[src/hw/rtl/bvz_pkg.sv]
// Package for the bounded varint / zigzag reader.
// Holds the item types, limits and register indexes; no dependencies.
`timescale 1ns / 1ps

package bvz_pkg;

  localparam int MAX_VARINT_BYTES = 10;
  localparam int POS_W            = 4;
  localparam int VALUE_W          = 64;
  localparam int SHAMT_W          = 7;

  localparam int LAST_REMAIN = VALUE_W - 7 * (MAX_VARINT_BYTES - 1);
  localparam logic [7:0] LAST_BYTE_MASK =
    (LAST_REMAIN >= 7) ? 8'h7f : 8'((1 << LAST_REMAIN) - 1);
  localparam logic [POS_W-1:0] LAST_POS = POS_W'(MAX_VARINT_BYTES - 1);

  localparam logic [VALUE_W-1:0] UNSIGNED_LIMIT_RST    = 64'h0000_0000_FFFF_FFFF;
  localparam logic [VALUE_W-1:0] SIGNED_CODE_LIMIT_RST = (64'd1 << 34) - 64'd1;

  typedef enum logic {
    REG_UNSIGNED_LIMIT    = 1'b0,
    REG_SIGNED_CODE_LIMIT = 1'b1
  } reg_index_t;

  typedef enum logic {
    KIND_UNSIGNED = 1'b0,
    KIND_ZIGZAG   = 1'b1
  } kind_t;

  typedef struct packed {
    logic       new_block;
    logic       action;
    logic [7:0] data_byte;
  } in_item_t;

  typedef struct packed {
    logic signed [VALUE_W-1:0] field_value;
    logic                      is_signed;
    logic                      error;
  } res_item_t;

  typedef struct packed {
    logic       valid;
    in_item_t   item;
  } in_stage_t;

endpackage

[src/hw/rtl/bvz_in_stage.sv]
// Input register stage of the varint reader.
// Depends on bvz_pkg.
`timescale 1ns / 1ps

module bvz_in_stage (
  input  logic               clk,
  input  logic               rst,
  input  logic               in_valid,
  output logic               in_ready,
  input  bvz_pkg::in_item_t  in_item,
  output bvz_pkg::in_stage_t stage,
  input  logic               take
);
  import bvz_pkg::*;

  logic     valid;
  in_item_t item;

  assign in_ready = !valid || take;
  assign stage    = '{valid: valid, item: item};

  always_ff @(posedge clk) begin
    if (rst) begin
      valid <= 1'b0;
    end else if (in_ready) begin
      valid <= in_valid;
    end
  end

  always_ff @(posedge clk) begin
    if (in_valid && in_ready) begin
      item <= in_item;
    end
  end

endmodule

[src/hw/rtl/bvz_decode.sv]
// Varint assembly, limit check and zigzag decode; holds the decode state
// and the limit registers. Depends on bvz_pkg.
`timescale 1ns / 1ps

module bvz_decode (
  input  logic                        clk,
  input  logic                        rst,
  input  logic                        cfg_we,
  input  logic                        cfg_index,
  input  logic [bvz_pkg::VALUE_W-1:0] cfg_wdata,
  input  bvz_pkg::in_stage_t          stage,
  input  logic                        out_room,
  output logic                        take,
  output logic                        res_valid,
  output bvz_pkg::res_item_t          res
);
  import bvz_pkg::*;

  logic [VALUE_W-1:0] unsigned_limit;
  logic [VALUE_W-1:0] signed_code_limit;
  logic [VALUE_W-1:0] accumulator, accumulator_next;
  logic [POS_W-1:0]   byte_position, byte_position_next;
  logic               error_sticky, error_sticky_next;

  logic [VALUE_W-1:0] acc_base, acc_new, limit, zz;
  logic [POS_W-1:0]   pos_base, idx;
  logic [SHAMT_W-1:0] shamt;
  logic               sticky_base, at_last, bad_last, bad, cont;
  in_item_t           it;

  assign take = stage.valid && out_room;
  assign it   = stage.item;

  always_comb begin
    acc_base    = it.new_block ? '0 : accumulator;
    pos_base    = it.new_block ? '0 : byte_position;
    sticky_base = it.new_block ? 1'b0 : error_sticky;
    at_last     = pos_base >= LAST_POS;
    idx         = at_last ? LAST_POS : pos_base;
    bad_last    = at_last && (it.data_byte > LAST_BYTE_MASK);
    shamt       = SHAMT_W'(idx) * SHAMT_W'(7);
    acc_new     = acc_base | (VALUE_W'(it.data_byte[6:0]) << shamt);
    cont        = it.data_byte[7];
    limit       = (it.action == KIND_ZIGZAG) ? signed_code_limit : unsigned_limit;
    bad         = bad_last || ((idx != '0) && (it.data_byte == 8'd0)) || (acc_new > limit);
    zz          = (acc_new >> 1) ^ {VALUE_W{acc_new[0]}};

    accumulator_next   = acc_base;
    byte_position_next = pos_base;
    error_sticky_next  = sticky_base;
    res_valid          = 1'b0;
    res.is_signed      = it.action;
    res.error          = bad;
    res.field_value    = '0;
    if (!bad) begin
      res.field_value = (it.action == KIND_ZIGZAG) ? zz : acc_new;
    end

    if (!sticky_base) begin
      if (!bad_last && cont) begin
        accumulator_next   = acc_new;
        byte_position_next = idx + POS_W'(1);
      end else begin
        accumulator_next   = '0;
        byte_position_next = '0;
        error_sticky_next  = bad;
        res_valid          = 1'b1;
      end
    end
  end

  always_ff @(posedge clk) begin
    if (rst) begin
      accumulator   <= '0;
      byte_position <= '0;
      error_sticky  <= 1'b0;
    end else if (take) begin
      accumulator   <= accumulator_next;
      byte_position <= byte_position_next;
      error_sticky  <= error_sticky_next;
    end
  end

  always_ff @(posedge clk) begin
    if (rst) begin
      unsigned_limit    <= UNSIGNED_LIMIT_RST;
      signed_code_limit <= SIGNED_CODE_LIMIT_RST;
    end else if (cfg_we) begin
      case (reg_index_t'(cfg_index))
        REG_UNSIGNED_LIMIT:    unsigned_limit    <= cfg_wdata;
        REG_SIGNED_CODE_LIMIT: signed_code_limit <= cfg_wdata;
        default: ;
      endcase
    end
  end

endmodule

[src/hw/rtl/bvz_out_stage.sv]
// Result register of the varint reader.
// Depends on bvz_pkg.
`timescale 1ns / 1ps

module bvz_out_stage (
  input  logic               clk,
  input  logic               rst,
  input  logic               load,
  input  logic               res_valid,
  input  bvz_pkg::res_item_t res,
  output logic               room,
  output logic               out_valid,
  input  logic               out_ready,
  output bvz_pkg::res_item_t out_item
);
  import bvz_pkg::*;

  logic      valid;
  res_item_t item;

  assign room      = !valid || out_ready;
  assign out_valid = valid;
  assign out_item  = item;

  always_ff @(posedge clk) begin
    if (rst) begin
      valid <= 1'b0;
    end else if (room) begin
      valid <= load && res_valid;
    end
  end

  always_ff @(posedge clk) begin
    if (room && load && res_valid) begin
      item <= res;
    end
  end

endmodule

[src/hw/rtl/bounded_varint_zigzag_reader_core.sv]
// Top level of the bounded varint / zigzag reader.
// Depends on bvz_pkg, bvz_in_stage, bvz_decode, bvz_out_stage.
//
//   channel  dir  payload
//   s_*      in   one varint byte with its kind and new-block mark
//   m_*      out  one decoded field: value, kind, error
//   cfg_*    in   limit register writes, index 0 unsigned, 1 zigzag code
//
// One byte per cycle sustained while m_* does not stall; a result leaves
// through the input register, then the result register, after its final byte.
// Synchronous reset restores the limits and clears decode state.
// A stall on m_* backs up through the result register into s_tready.
`timescale 1ns / 1ps

module bounded_varint_zigzag_reader_core (
  input  logic                        clk,
  input  logic                        rst,
  input  logic                        s_tvalid,
  output logic                        s_tready,
  input  logic [7:0]                  s_tdata,   // data_byte
  input  logic [1:0]                  s_tuser,   // action, new_block
  output logic                        m_tvalid,
  input  logic                        m_tready,
  output logic [bvz_pkg::VALUE_W-1:0] m_tdata,   // field_value
  output logic [1:0]                  m_tuser,   // is_signed, error
  input  logic                        cfg_we,
  input  logic                        cfg_index,
  input  logic [bvz_pkg::VALUE_W-1:0] cfg_wdata
);
  import bvz_pkg::*;

  in_item_t  in_item;
  in_stage_t stage;
  res_item_t res, out_item;
  logic      take, room, res_valid;

  assign in_item.data_byte = s_tdata;
  assign in_item.action    = s_tuser[0];
  assign in_item.new_block = s_tuser[1];

  bvz_in_stage u_in (
    .clk      (clk),
    .rst      (rst),
    .in_valid (s_tvalid),
    .in_ready (s_tready),
    .in_item  (in_item),
    .stage    (stage),
    .take     (take)
  );

  bvz_decode u_dec (
    .clk       (clk),
    .rst       (rst),
    .cfg_we    (cfg_we),
    .cfg_index (cfg_index),
    .cfg_wdata (cfg_wdata),
    .stage     (stage),
    .out_room  (room),
    .take      (take),
    .res_valid (res_valid),
    .res       (res)
  );

  bvz_out_stage u_out (
    .clk       (clk),
    .rst       (rst),
    .load      (take),
    .res_valid (res_valid),
    .res       (res),
    .room      (room),
    .out_valid (m_tvalid),
    .out_ready (m_tready),
    .out_item  (out_item)
  );

  assign m_tdata = out_item.field_value;
  assign m_tuser = {out_item.error, out_item.is_signed};

endmodule
[config.mk]
export PLATFORM = sky130hd
export DESIGN_NAME = bounded_varint_zigzag_reader_core
export DESIGN_NICKNAME = d
export VERILOG_FILES = /design/src/hw/rtl/bvz_pkg.sv /design/src/hw/rtl/bvz_in_stage.sv /design/src/hw/rtl/bvz_decode.sv /design/src/hw/rtl/bvz_out_stage.sv /design/src/hw/rtl/bounded_varint_zigzag_reader_core.sv
export SDC_FILE = /design/constraint.sdc
export NUM_CORES = 1
export LEC_CHECK = 0
export BUFFER_PORTS_ARGS = -buffer_cell sky130_fd_sc_hd__buf_2
export CAP_MARGIN = 20
export CORE_ASPECT_RATIO = 1.25
export CORE_UTILIZATION = 45
export DETAILED_ROUTE_END_ITERATION = 6
export PLACE_DENSITY = 0.68
export SYNTH_ARGS = -nofsm -noshare
export SYNTH_HDL_FRONTEND = slang
export SYNTH_SLANG_ARGS = --single-unit
export TNS_END_PERCENT = 100
[constraint.sdc]
create_clock -name clk -period 6.06 [get_ports clk]
set_clock_uncertainty 0.1 [all_clocks]
set_input_delay 0.303 -clock clk [delete_from_list [all_inputs] [get_ports clk]]
set_output_delay 0.303 -clock clk [all_outputs]
set_load 0.05 [all_outputs]
# Word-level counts from Yosys, hierarchy flattened

Cells that the tools add are included.

Register bits: 275
Output and inout bits: 68
Bits of input ports: 80
Logic and storage cells: 55

Bitwise operators: 3
$lt $le $gt $ge: 3
Multiplexer cells: 14
$mul: 1
Add/subtract/negate cells: 1
Shift operators: 1
Reduce and logical (&&, ||, !) cells: 19

Operator list:

| operator            | count |
|---|---|
| $mux 64             | 5 |
| $gt 64x64->1        | 1 |
| $or 64x64->64       | 1 |
| $shl 7x7->64        | 1 |
| $xor 63x64->64      | 1 |
| $mux 4              | 4 |
| $gt 8x1->1 const B  | 1 |
| $logic_and 1x1->1   | 8 |
| $logic_not 8->1     | 1 |
| $mul 4x3->7 const B | 1 |
| $mux 1              | 5 |
| $add 4x1->4 const B | 1 |
| $ge 4x4->1 const B  | 1 |
| $logic_or 1x1->1    | 4 |
| $reduce_and 2->1    | 2 |
| $reduce_bool 4->1   | 1 |
| $logic_not 1->1     | 3 |
| $not 1->1           | 1 |

# Longest topological paths before layout

Word-level depth: 10
Depth in mapped cells: 15
Gate-level depth less buffers: 11

# Hierarchy

A second synthesis with hierarchy kept.

Cell total of the unflattened synthesis: 1562
Area, all modules: 14088.5 um2

Modules (own cells, without submodules):

| module        | times used | cells each | area an instance (um2) | seq. area each (um2) |
|---|---|---|---|---|
| bvz_decode    | 1          | 1475       | 11681.2                | 3943.8 |
| bvz_out_stage | 1          | 71         | 2044.5                 | 2001.9 |
| bvz_in_stage  | 1          | 16         | 362.8                  | 320.3 |

# Least setup slack after synthesis

Ideal clock, no wire load.

Kind: flip-flop to flip-flop
Start point: register u_out.valid, in the netlist u_out.out_valid
End point: register u_out.item (netlist bit u_out.out_item[0]), enable pin
Arrival: 4053 ps
Stages on the path, launching flop included: 6
Path slack: 1414 ps
Setup time: 492 ps
Data required time: 5468 ps
Path buffers: 1
Period minus slack after synthesis: 4646 ps
Cell sequence: dfxtp_1 > nor2b_1 > nor2b_1 > clkbuf_1 > nand2_1 > nor2_1

Word-level cells in the longest chain between the ends: 5

RTL lines:

| item                              | line                | source |
|---|---|---|
| from (decl)                       | bvz_out_stage.sv:18 | `logic valid;` |
| from (signal assigned)            | bvz_out_stage.sv:29 | `valid <= load && res_valid;` |
| $logic_not 1->1 *                 | bvz_out_stage.sv:21 | `assign room = !valid \|\| out_ready;` |
| $logic_or 1x1->1 *                | bvz_out_stage.sv:21 |  |
| $logic_and 1x1->1                 | bvz_decode.sv:31    | `assign take = stage.valid && out_room;` |
| $logic_and 1x1->1 * (2 in series) | bvz_out_stage.sv:34 | `if (room && load && res_valid) begin` |
| to (signal assigned)              | bvz_out_stage.sv:35 | `item <= res;` |
| to (decl)                         | bvz_out_stage.sv:19 | `res_item_t item;` |

Mark *: on every way between the ends. The rest lies on a longest branch, timed or not.
A chain may end at the register's enable or synchronous reset.

# Final worst setup path

Start point: register u_in.item (netlist bit u_in.stage[9])
End point: register u_out.item (netlist bit u_out.out_item[40]) (data pin)

Word-level cells in the longest chain between the ends: 8
Elaborated cells between the ends (all ways): 15
Those cells by class: mul: 1; order compare: 2; shift: 1; mux: 4; bitwise: 2; reduce/logical: 5

RTL lines:

| item                                           | line                               | source |
|---|---|---|
| from (decl)                                    | bvz_in_stage.sv:17                 | `in_item_t item;` |
| from (signal assigned)                         | bvz_in_stage.sv:32                 | `item <= in_item;` |
| $mux 4                                         | bvz_decode.sv:36                   | `pos_base = it.new_block ? '0 : byte_position;` |
| $ge 4x4->1                                     | bvz_decode.sv:38                   | `at_last = pos_base >= LAST_POS;` |
| $mux 4                                         | bvz_decode.sv:39                   | `idx = at_last ? LAST_POS : pos_base;` |
| $mul 4x3->7                                    | bvz_decode.sv:41                   | `shamt = SHAMT_W'(idx) * SHAMT_W'(7);` |
| $shl 7x7->64                                   | bvz_decode.sv:42                   | `acc_new = acc_base \| (VALUE_W'(it.data_byte[6:0]) << shamt);` |
| $or 64x64->64                                  | bvz_decode.sv:42                   |  |
| $gt 64x64->1 or $xor 63x64->64 (tied branches) | bvz_decode.sv:45, bvz_decode.sv:46 |  |
| $logic_or 1x1->1 or $mux 64 (tied branches)    | bvz_decode.sv:45, bvz_decode.sv:56 |  |

Several ways; a longest one is shown, not always the timed one.

==> metrics.cfg <==
[logic_synthesis]
synthTopCellsByArea = dfxtp_1 27%, edfxtp_1 16%, nand2_1 7.5%
ys_seq_area_share_pct = 43.1
synth_top_cell_area_share_pct = 27.4
synth-seq-cells = 275
yosysWarningCount = 0
synth_top_cell_by_area = dfxtp_1
netlist_area_mm2 = 0.0146
synth_ff_type = dfxtp_1
avgSynthCellArea_um2 = 8.84
synth.net_count = 1791
synth_edf_count = 76
synth.distinct_cells = 52
synthArstFlopShare_pct = 0
postSynthCellCount = 1646

[clocking]
cts.clk_slew.worst_paths_ns = 0.07
cts_tree = done
cts_max_level = 1
cts_resized = 0
clock_path_buffers = 3
postCtsSetupBuffers = 0
clk_root_buffer_cell = clkbuf_16
cts_hold_buf = 76
insertion_delay_ns = 0.56
numCtsBuffers = 28
cts.sinks = 275

[detailed_routing]
num_vias = 12708
drt_iter0_drc = 1154
drt-total-wl_um = 41700
drt_pass1_iterations = 5
via_per_inst = 5.71
routedWlPerCell_um = 18.7
drc = 0
drtAntennaViolNets = 0

[power_and_ir_drop]
power.static_leakage_uw = 0.00727
seq_power_share_pct = 46.5
power-per-cell-area_mw_per_mm2 = 251
peakVddDrop_v = 0.000189
switchingPower_uw = 1150
intPower_uw = 3180
total_power_uw = 4330
p_comb_share_pct = 13.2
p_clk_share_pct = 40.3
p_sw_share_pct = 26.6

[outcome]
outcome = finished clean

[sta]
rsz0062_at_grt = false
period_share_pct = 79.9
finalHoldViolCount = 0
max_slew_margin_pct = 25.4
post-route-min-period_ns = 4.84
fin_tns_setup_ns = 0
setup_viol = 0
tightest_slew_ns = 1.12
timing.fmax_mhz = 206
finalMaxSlewViolations = 0

[finish]
fin_nets = 1936
diodes = 0
drive_above_1_share_pct = 13.1
final_common_cell = nand2_1
area_growth_pct = 18.4
layout_common_cells = 290 x nand2_1, 199 x dfxtp_1, 171 x a21oi_1, 146 x buf_2, 129 x nor2_1
nFillCells = 2967

[worst_setup_path]
required_ns = 6.33
critical_path.top_delay_family = simple AND/OR/NAND/NOR gates
cp_cell_sequence = inv_1, buf_4, o211ai_1, o22ai_1, ha_1, nand4_1, nor4_1, nand4_1, nand2b_2, buf_4, a211oi_1
path_buf_inv = 3
cpPeakStageDelay_ns = 0.72
cp-start-kind = flip-flop
r2r_slack_ns = 1.22
arrival_ns = 5.12
cp_max_fo = 37
path_class = reg -> reg
critPathSlowestCell = nor4_1
end_kind = flip-flop

[placement]
detailed_place_hpwl_um = 27500
place.gp.congestion = 0.964
io_buffers = 147

[global_route]
grt_usage_pct = 25.0
first_global_vias = 11813
grt_max_degree = 115
overflow = 0
grt_pass1_wl_um = 65400
antenna_found_initial = 0

[floorplanning]
pin_count = 148
die_w_um = 163
die-area_mm2 = 0.0331
std_cell_rows = 73
start_util_pct = 45.8
coreArea_mm2 = 0.0318
die_y_um = 203

[run]
max_cap_violations = 0

[hold_path]
holdCritPathClass = in -> reg

-- layer usage --
metal  global-route usage [%]  vias up  part of all wire, %
met1                     35.4     5955                   45
li1                         -     6161                    -
met2                     38.5      505                   44
met3                     3.98       87                  7.6
met5                        0        -                    0
met4                     8.28        0                  2.8
-- through the flow --
| stage | area [µm²] | setup WS (ns) | hold slack, ns | instances | util (%) |
|---|---|---|---|---|---|
| global route | 17200 | 0.924 | 0.351 | 2225 | 54.2 |
| floorplan | 14600 | 1.41 | 0.302 | 1646 | - |
| finish | 17200 | 1.22 | 0.320 | 2225 | 54.2 |
| detailed placement | 15500 | 1.16 | 0.346 | 2096 | 48.8 |
| global placement | 15500 | 1.26 | 0.341 | 2096 | 48.8 |
| CTS | 17200 | 1.13 | 0.294 | 2224 | 54.1 |
-- cells in the mapped netlist, types with 3 or more instances --
cell,count
and2_1,3
nand3_1,4
nand3b_1,69
edfxtp_1,76
or3_1,3
a21o_1,42
buf_4,7
nand2_1,291
a211o_1,49
nor4_1,5
nor2b_1,12
o2111ai_1,3
o2bb2ai_1,7
nor2_1,131
ha_1,65
mux2i_1,71
o211ai_1,14
buf_2,21
a22oi_1,69
xnor2_1,22
inv_1,28
a22o_1,33
xor2_1,40
o21ai_0,30
nand2b_1,5
buf_1,5
nor3_1,8
clkbuf_1,102
o22ai_1,3
a21oi_1,171
dfxtp_1,199
nand4_1,17
a211oi_1,16
-- kinds of logic (layout without fill, tap and decap cells) --
kind of cell | Yosys count | after routing | synth area share (%)
muxes | 72 | 72 | 4.96
buffers and inverters | 163 | 330 | 4.57
adders and majority gates | 65 | 65 | 5.59
and+or+nand+nor | 558 | 558 | 17.4
AOI/OAI and AO/OA | 451 | 451 | 20.7
DFF | 275 | 275 | 43.1
xor gates and xnor gates | 62 | 62 | 3.73
-- worst paths after layout --
path,startpoint,cells past startpoint,end
hold reg to reg,u_dec.unsigned_limit[36],2,u_dec.unsigned_limit[36]
hold / removal,rst,2,u_dec.accumulator[43]
setup reg to reg,u_in.stage[9],11,u_out.out_item[40]
setup / recovery,u_in.stage[9],11,u_out.out_item[40]
-- flip-flops by register name, summed over array words and instances (netlist names) --
signal and cells:
u_dec.accumulator 64, u_out.out_valid 1, u_out.out_item 66, u_in.valid 1, u_dec.byte_position 4, u_dec.error_sticky 1
u_in.stage 10, u_dec.unsigned_limit 64, u_dec.signed_code_limit 64
-- cell type report --
cell class | count | area (µm²) | share of cell area, %
clock buffer | 43 | 873 | 5.07
clock inverter | 9 | 61.3 | 0.356
inverter | 28 | 105 | 0.610
multi-input combinational | 1208 | 7670 | 44.5
sequential | 275 | 6270 | 36.4
tap | 412 | 515 | 2.99
timing repair buffer | 250 | 1740 | 10.1
-- power by group through the flow --
stage / clock network, µW / logic, µW / registers (µW)
detailed placement: 0 / 529 / 2050
CTS: 1770 / 570 / 2010
global placement: 0 / 521 / 2050
global route: 1850 / 626 / 2020
floorplan: 0 / 336 / 2080
finish: 1740 / 573 / 2010
Power figures use the tool's default switching activity.
